===== src/hdl/lprs_pkg.sv =====
// Shared types, constants and the prefix mask function for the route select unit.
`timescale 1ns / 1ps
`default_nettype none

package lprs_pkg;

    // Table geometry
    localparam int ROUTE_ENTRIES = 64;
    localparam int IDX_W         = $clog2(ROUTE_ENTRIES);
    localparam int ADDR_W        = 128;

    // Prefix limits and meta code layout
    localparam logic [7:0] V4_CODE_BASE  = 8'd129;
    localparam logic [7:0] V4_MAX_PREFIX = 8'd32;
    localparam logic [7:0] V6_MAX_PREFIX = 8'd128;

    // Command codes
    localparam logic CMD_WRITE  = 1'b0;
    localparam logic CMD_LOOKUP = 1'b1;

    // Table write request
    typedef struct packed {
        logic              wr_en;
        logic [IDX_W-1:0]  wr_idx;
        logic              wr_valid;
        logic [7:0]        wr_code;
        logic [ADDR_W-1:0] wr_addr;
    } tbl_wr_t;

    // Table read request
    typedef struct packed {
        logic             rd_en;
        logic [IDX_W-1:0] rd_idx;
    } tbl_rd_t;

    // Table read response, registered: valid in the cycle after the request
    typedef struct packed {
        logic              vld;
        logic [7:0]        code;
        logic [ADDR_W-1:0] addr;
    } tbl_rsp_t;

    // Lookup result
    typedef struct packed {
        logic             found;
        logic [IDX_W-1:0] idx;
        logic [7:0]       prefix;
    } lprs_res_t;

    // Keeps the top plen bits of the family's address span
    function automatic logic [ADDR_W-1:0] route_mask(input logic v6, input logic [7:0] plen);
        logic [ADDR_W-1:0] m6;
        logic [31:0]       m4;
        m6 = ~({ADDR_W{1'b1}} >> plen);
        m4 = ~({32{1'b1}} >> plen);
        return v6 ? m6 : {{(ADDR_W-32){1'b0}}, m4};
    endfunction

endpackage

`default_nettype wire


===== src/hdl/lprs_scan.sv =====
// Lookup sequencer: walks the table, masks the query per entry and keeps the best match.
`timescale 1ns / 1ps
`default_nettype none

module lprs_scan
    import lprs_pkg::*;
(
    input  wire logic              clk,
    input  wire logic              rst_n,
    input  wire logic              start,
    input  wire logic              q_v6,
    input  wire logic [ADDR_W-1:0] q_addr,
    input  wire tbl_rsp_t          rsp,
    input  wire logic              slot_free,
    output tbl_rd_t                rd,
    output logic                   busy,
    output logic                   res_valid,
    output lprs_res_t              res
);

    localparam logic [1:0] ST_IDLE  = 2'd0;
    localparam logic [1:0] ST_SCAN  = 2'd1;
    localparam logic [1:0] ST_DRAIN = 2'd2;
    localparam logic [1:0] ST_HOLD  = 2'd3;

    logic [1:0]        state_reg, state_next;
    logic [IDX_W-1:0]  cnt_reg;
    logic              qv6_reg;
    logic [ADDR_W-1:0] qaddr_reg;

    // Stage 1: read issued, data arrives next cycle
    logic              s1_reg;
    logic [IDX_W-1:0]  s1_idx_reg;

    // Stage 2: decoded entry with its mask
    logic              s2_vld_reg;
    logic [IDX_W-1:0]  s2_idx_reg;
    logic              s2_elig_reg;
    logic [7:0]        s2_prefix_reg;
    logic [ADDR_W-1:0] s2_mask_reg;
    logic [ADDR_W-1:0] s2_addr_reg;

    // Best match so far
    logic              found_reg;
    logic [IDX_W-1:0]  best_idx_reg;
    logic [7:0]        best_p_reg;

    logic              e_v6;
    logic [7:0]        e_p;
    logic              e_in_range;
    logic              e_elig;
    logic              s2_match;
    logic              s2_take;

    // Decode the entry code from the table response
    always_comb
    begin
        e_v6       = rsp.code < V4_CODE_BASE;
        e_p        = e_v6 ? rsp.code : rsp.code - V4_CODE_BASE;
        e_in_range = e_v6 ? (e_p <= V6_MAX_PREFIX) : (e_p <= V4_MAX_PREFIX);
        e_elig     = rsp.vld && (e_v6 == qv6_reg) && e_in_range;
    end

    // Compare the masked query against the stored prefix
    assign s2_match = (qaddr_reg & s2_mask_reg) == s2_addr_reg;
    assign s2_take  = s2_vld_reg && s2_elig_reg && s2_match &&
                      (!found_reg || (s2_prefix_reg > best_p_reg));

    // Sequencer
    always_comb
    begin
        state_next = state_reg;
        case (state_reg)
            ST_IDLE:
            begin
                if (start)
                begin
                    state_next = ST_SCAN;
                end
            end
            ST_SCAN:
            begin
                if (cnt_reg == IDX_W'(ROUTE_ENTRIES - 1))
                begin
                    state_next = ST_DRAIN;
                end
            end
            ST_DRAIN:
            begin
                if (!s1_reg && !s2_vld_reg)
                begin
                    state_next = ST_HOLD;
                end
            end
            ST_HOLD:
            begin
                if (slot_free)
                begin
                    state_next = ST_IDLE;
                end
            end
            default:
            begin
                state_next = ST_IDLE;
            end
        endcase
    end

    assign rd.rd_en  = (state_reg == ST_SCAN);
    assign rd.rd_idx = cnt_reg;

    // Control state
    always_ff @(posedge clk or negedge rst_n)
    begin
        if (!rst_n)
        begin
            state_reg  <= ST_IDLE;
            cnt_reg    <= '0;
            s1_reg     <= 1'b0;
            s2_vld_reg <= 1'b0;
            found_reg  <= 1'b0;
        end
        else
        begin
            state_reg  <= state_next;
            s1_reg     <= rd.rd_en;
            s2_vld_reg <= s1_reg;
            if (start)
            begin
                cnt_reg   <= '0;
                found_reg <= 1'b0;
            end
            else
            begin
                if (rd.rd_en)
                begin
                    cnt_reg <= cnt_reg + 1'b1;
                end
                if (s2_take)
                begin
                    found_reg <= 1'b1;
                end
            end
        end
    end

    // Datapath registers
    always_ff @(posedge clk)
    begin
        if (start)
        begin
            qv6_reg      <= q_v6;
            qaddr_reg    <= q_addr;
            best_idx_reg <= '0;
            best_p_reg   <= '0;
        end
        else if (s2_take)
        begin
            best_idx_reg <= s2_idx_reg;
            best_p_reg   <= s2_prefix_reg;
        end
        s1_idx_reg    <= cnt_reg;
        s2_idx_reg    <= s1_idx_reg;
        s2_elig_reg   <= e_elig;
        s2_prefix_reg <= e_p;
        s2_mask_reg   <= route_mask(qv6_reg, e_p);
        s2_addr_reg   <= rsp.addr;
    end

    assign busy       = (state_reg != ST_IDLE);
    assign res_valid  = (state_reg == ST_HOLD);
    assign res.found  = found_reg;
    assign res.idx    = found_reg ? best_idx_reg : '0;
    assign res.prefix = found_reg ? best_p_reg : '0;

`ifndef SYNTHESIS
    // A lookup only starts from idle
    assert property (@(posedge clk) disable iff (!rst_n) start |-> state_reg == ST_IDLE)
        else $error("lookup started while busy");

    // The pipeline is empty once a result is offered
    assert property (@(posedge clk) disable iff (!rst_n)
        res_valid |-> (!s1_reg && !s2_vld_reg && !rd.rd_en))
        else $error("result offered with scan in flight");
`endif

endmodule

`default_nettype wire


===== config.mk =====
export PLATFORM = sky130hd
export DESIGN_NAME = lprs_scan
export DESIGN_NICKNAME = d
export VERILOG_FILES = /design/src/hdl/lprs_pkg.sv /design/src/hdl/lprs_scan.sv
export SDC_FILE = /design/constraint.sdc
export NUM_CORES = 1
export LEC_CHECK = 0
export ABC_AREA = 1
export CORE_UTILIZATION = 60
export CTS_BUF_LIST = sky130_fd_sc_hd__clkbuf_2 sky130_fd_sc_hd__clkbuf_4 sky130_fd_sc_hd__clkbuf_8
export CTS_CLUSTER_SIZE = 20
export DETAILED_ROUTE_END_ITERATION = 16
export DONT_BUFFER_PORTS = 1
export PLACE_DENSITY = 0.85
export SETUP_SLACK_MARGIN = 0.1
export SLEW_MARGIN = 20
export SYNTH_ARGS = -nofsm -noshare
export SYNTH_HDL_FRONTEND = slang
export SYNTH_SLANG_ARGS = --single-unit

===== constraint.sdc =====
create_clock -name clk -period 2.7 [get_ports clk]
set_clock_uncertainty 0.2 [all_clocks]
set_input_delay 0.675 -clock clk [delete_from_list [all_inputs] [get_ports clk]]
set_output_delay 0.675 -clock clk [all_outputs]
set_load 0.005 [all_outputs]

==> metrics.cfg, run 1 <==
[outcome]
status=finished, final reports clean

[cts]
post_cts_buffers=0
clkTransAtPathRegs_ps=70
numCtsBuffers=67
clk_latency_ps=580
cts.sinks=431
clock-root-buffer=clkbuf_8
htree_levels=3
cts_tree=yes
clock_path_buffers=3

[die]
dieArea_mm2=0.0263
start_util=0.611
die_height_um=162
num_rows=58
fp.dieW_um=162
core_area_mm2=0.0252
top_level_ports=294

[pwr]
powerDensity_mw_per_mm2=744
p_leak_uw=0.00920
total_power_uw=15300
ir_worst_vdd_mv=0.605

[synthesis]
yosysTopAreaCellShare=0.379
synth_warnings=0
synth_nets=1905
syn_avg_cell_area_um2=9.49
ys.flop_type=dfxtp_1
synthTopCellsByArea=dfxtp_1 38%, edfxtp_1 25%, nand2_1 11%, inv_1 4.3%, o21ai_0 3.4%
yosys.area.top_type=dfxtp_1
synth_area_mm2=0.0154
synth_common_cells=456 x nand2_1, 291 x dfxtp_1, 176 x inv_1, 129 x edfxtp_1, 124 x nor2_1
synth-edff-count=129
ys_ff_latch=431
ys_async_sr_fraction=0.0255
synthCells=1620
synth_cell_types=43
seq_area_frac_synth=0.649
synth_most_common_cell=nand2_1

[drt]
vias=13600
post_drt_wl_per_cell_um=21.9
drt_iter0_markers=1502
vias_per_cell=5.65
drc=0
detail-route-antenna-nets=0
firstDrtPassIters=5
routed_wl_mm=52.7

[critical_path]
path_cells=clkinvlp_4 > ha_2 > nand2_1 > nor2_4 > nor2_4 > nand3_1 > nand2_2 > inv_2 > buf_4 > nor2_1 > inv_1 > a21oi_2
worst-setup-path-type=in -> reg
startpoint_type=input pin
worstRegToRegCells=14
cp-end-kind=flip-flop
rr_startpoint=qaddr_reg[56]
cp.arrival_ps=2780
cp_slowest_cell=nor2_1
crit_path_start=rsp[128]
reg2reg_slack_ps=270
r2r-end=best_p_reg[2]
required_ps=2980
crit_fanout=11
path_common_cell=nor2_4
cpPeakStageDelay_ps=320
cp-endpoint=s2_mask_reg[98]

[timing]
finalSetupTns_ps=0
min_period_ps=2500
grt_setup_unrepaired=false
setup_viol=0
worst_pin_slew_ps=598
relSlewSlack=0.602
fin_crit_sh=0.924
hold_ws_ps=19.5
slew_viol_final=0
hold_viol=0
fmax_ghz=0.401

[global_route]
gr-max-usage-layer=met2
met1_usage=0.437
grt.total_usage=0.403
antenna_found_initial=4
grt_pass1_vias=14200
grt_overflow_total=0
grt_max_degree=135
use_met3=0.110
met2_usage=0.684
grt_pass1_wl_mm=78.3

[cells_and_area]
design_area_mm2=0.0206
layout-drive-gt1-share=0.129
fin_nets=2312
syn_to_final_growth_pct=33.9
postLayoutCoreUtil=0.818

[job]
maxCapViolations=0

[place]
hpwl_mm=29.8
port_buffers=0
place_congestion=0.975
placed_cell_area_mm2=0.0165

[min_path]
holdCritStartpoint=start
hp-class=in -> reg

==> metrics by stage <==
stage                     setup WS [ps]  std cells
after global placement             -226       2028
after CTS                           246       2406
after floorplan                     104       1620
after detailed placement           -346       2028
after global routing                132       2409
final                               204       2409
==> cells by family (layout without fill, tap and decap cells) <==
| kind of cell | after synthesis | after routing | synth area share |
|---|---|---|---|
| AO/OA/AOI/OAI | 205 | 205 | 0.0706 |
| XOR/XNOR | 30 | 30 | 0.0176 |
| adder cells (fa/ha/maj) | 15 | 15 | 0.0122 |
| buffers and inverters | 221 | 678 | 0.0552 |
| flip-flops | 431 | 431 | 0.649 |
| other | 0 | 2 | 0 |
| AND/OR/NAND/NOR | 718 | 718 | 0.196 |
==> worst min-delay path by stage <==
stage / endpoint / cells after the start / slack (ps)
floorplan: s2_idx_reg[0] / 0 / 110
global placement: s2_idx_reg[5] / 0 / 110
detailed placement: s2_idx_reg[3] / 0 / 110
CTS: qaddr_reg[110] / 0 / 5
global route: qaddr_reg[111] / 0 / 2
finish: qaddr_reg[104] / 0 / 20
==> report_power, final <==
group	total (µW)	switching, µW	internal, µW
Clock	6040	2660	3380
Combinational	1690	933	753
Sequential	7590	371	7220
Total	15300	3970	11300
==> layout make-up <==
class | count | area (µm²)
multi-input combinational | 968 | 4580
timing repair buffer | 368 | 3450
inverter | 191 | 723
sequential | 431 | 9970
clock inverter | 16 | 176
tap | 330 | 413
fill | 1379 | 4600
antenna | 2 | 5.00
clock buffer | 103 | 1270
==> placed cells by master, fill, tap and decap left out, drive strengths merged <==
| cell | count |
|---|---|
| o21ai | 128 |
| dfrtp | 11 |
| dlygate4sd3 | 260 |
| buf | 108 |
| clkinv | 11 |
| inv | 189 |
| o211ai | 1 |
| nand3 | 61 |
| nand3b | 15 |
| clkinvlp | 3 |
| dfxtp | 291 |
| xor2 | 26 |
| nand4 | 25 |
| edfxtp | 129 |
| nor4 | 2 |
| or2 | 11 |
| o31ai | 3 |
| a31oi | 4 |
| o221ai | 1 |
| nand2 | 461 |
| diode | 2 |
| a21oi | 63 |
| o21bai | 1 |
| o21a | 1 |
| o22ai | 1 |
| a211oi | 1 |
| xnor2 | 4 |
| nor2 | 133 |
| ha | 15 |
| a21boi | 1 |
| nor3 | 10 |
| clkbuf | 103 |
| bufinv | 4 |
==> routing by layer <==
metal | routed length, µm | vias up
li1 | - | 6041
met1 | 18100 | 6339
met2 | 25600 | 932
met3 | 5020 | 290
met4 | 3970 | 4
met5 | 29 | -
==> worst max-delay path, delay by kind of cell <==
kind	cells	cell delay [ps]
compound gates	1	240
fa+ha+maj	1	200
buf+inv	4	550
simple gates	6	1120
==> timing repair <==
item                                   CTS  global route
endpoints found under the hold margin  270             1
hold buffers                           259             1
setup endpoints to repair                0            15
resized for setup                        0             3
Note: power is estimated with default switching activity, not from simulation.
==> run 2, diff against run 1 <==
- PLACE_DENSITY: 0.85 -> 0.86
- SKIP_CTS_REPAIR_TIMING: unset -> 1
==> run 2 against run 1 <==
Sequential share of layout area down 0.056 points. First-iteration DRC count up 8.4%. Global-route usage down 8.8 points. Total power up 0.77%. Flip-flop and latch count unchanged. Largest power group unchanged. Count of clock-buffer cells in the layout up 5. Die area unchanged. Highest routed layer is now met4. Cell area up 0.12%. Utilization up 0.094 points. Sequential power about the same. Register-to-register slack worse by 90 ps.
==> metrics.cfg, run 2 (synthesis results as in run 1) <==
[timing]
setup_viol=0
worst_pin_slew_ps=578
min_period_ps=2540
fin_ws_ps=159
hold_ws_ps=4.94
hold_viol=0
fin_crit_sh=0.941
fmax_ghz=0.394
grt_setup_unrepaired=false
slew_viol_final=0
relSlewSlack=0.615

[cells_and_area]
multi_input_area_mm2=0.00457
fin_nets=2312
final_common_cell=nand2_1
fillers=1383
final_cell_mix=456 x nand2_1, 291 x dfxtp_1, 261 x dlygate4sd3_1
syn_to_final_growth_pct=34.0
layout-drive-gt1-share=0.133
regArea_mm2=0.00997

[critical_path]
path_cells=clkinvlp_4 > ha_2 > nand2_1 > nor2_4 > nor2_4 > nand2_1 > o21ai_4 > buf_4 > nor2_2 > nand2_1 > nor2_1 > inv_1 > a21oi_1
cp_top_family=simple AND/OR/NAND/NOR gates
rr_startpoint=s2_mask_reg[60]
r2r-end=best_idx_reg[5]
cp-end-kind=flip-flop
required_ps=2980
cp-endpoint=s2_mask_reg[98]
worstRegToRegCells=15
worst-setup-path-type=in -> reg
cpPeakStageDelay_ps=400
reg2reg_slack_ps=180
cp_num_cells=13
cp.arrival_ps=2820
critPathBufInv=3
crit_fanout=7
crit_path_start=rsp[128]
path_common_cell=nand2_1
startpoint_type=input pin
cp_slowest_cell=nor2_1

[drt]
drc=0
detail-route-antenna-nets=0
drt_iter0_markers=1628
post_drt_wl_per_cell_um=22.1
firstDrtPassIters=8
vias=13500
vias_per_cell=5.58
routed_wl_mm=53.4

[global_route]
grt_pass1_wl_mm=62.3
antenna_found_initial=1
grt_overflow_total=0
grt.total_usage=0.315
grt_max_degree=136
grt_pass1_vias=11600

[pwr]
powerDensity_mw_per_mm2=749
ir_worst_vdd_mv=0.721
p_leak_uw=0.00923

[job]
maxCapViolations=0

[place]
port_buffers=0
pre_cts_ws_ps=-308
place_congestion=1.03
hpwl_mm=30.7

[cts]
clock-root-buffer=clkbuf_8
cts_tree=yes
clkTransAtPathRegs_ps=60
clk_latency_ps=600
numCtsBuffers=69
cts.sinks=431
htree_levels=3
clock_path_buffers=3

[die]
core_area_mm2=0.0252
start_util=0.611
top_level_ports=294
dieArea_mm2=0.0263
fp.dieW_um=162
num_rows=58
die_height_um=162

[min_path]
hp-class=in -> reg

[outcome]
status=finished, final reports clean

==> run 2: cell count changes in the layout (fill, tap and decap cells not counted), sizes merged, moves of 2 or more <==
cell,before,now
clkbuf,103,108
clkinv,11,15
buf,108,105
bufinv,4,2
==> run 2: worst min-delay path by stage <==
stage,from,end,slack (ps),depth (start not counted)
after floorplan,s1_idx_reg[0],s2_idx_reg[0],110,0
after global placement,s1_idx_reg[5],s2_idx_reg[5],110,0
after detailed placement,s1_idx_reg[4],s2_idx_reg[4],110,0
after CTS,rst_n,state_reg[0],-430,0
after global routing,start,qaddr_reg[86],-10,0
final,start,qaddr_reg[102],5,0
==> run 2: per-stage QoR <==
stage	TNS, ps	power [µW]	util	cells	instance area (µm²)
6_report	0	15400	0.818	2415	20600
5_1_grt	0	15800	0.818	2415	20600
4_1_cts	0	14700	0.715	2153	18000
3_5_place_dp	-3950	8890	0.655	2025	16500
3_3_place_gp	-3040	8830	0.655	2025	16500
2_1_floorplan	0	8310	-	1620	15400
==> run 2: where the power goes <==
group          internal (µW)  total (µW)  switching [µW]
logic                    745        1690             940
registers               7220        7580             358
clock network           3380        6170            2790
==> run 2: worst reg2reg max path, cell delays in order (launching register included) <==
cell     delay, ps
dfxtp_1        410
nand2_1         80
nand2_1         90
nand2_1        100
nor2_1         130
nand2_1         90
nor2_1         170
nand2_1        140
nor2_1         230
nand2_1        130
nor2_1         140
nand3_1         80
buf_4          200
nand2_1         70
inv_1           40
nor2_1         120
==> run 2: cell type report <==
class / count / share of cell area
Antenna cell: 1 / 0.000121
Clock buffer: 108 / 0.0651
Clock inverter: 20 / 0.00783
Inverter: 191 / 0.0351
Multi-Input combinational cell: 968 / 0.222
Sequential cell: 431 / 0.484
Tap cell: 330 / 0.0200
Timing Repair Buffer: 366 / 0.166
==> run 2: routing by layer <==
metal	vias to the layer above	part of all wire	GRT usage
li1	6032	-	-
met1	6296	0.35	0.395
met2	940	0.50	0.526
met3	213	0.093	0.0784
met4	0	0.054	0.121
met5	-	0	0
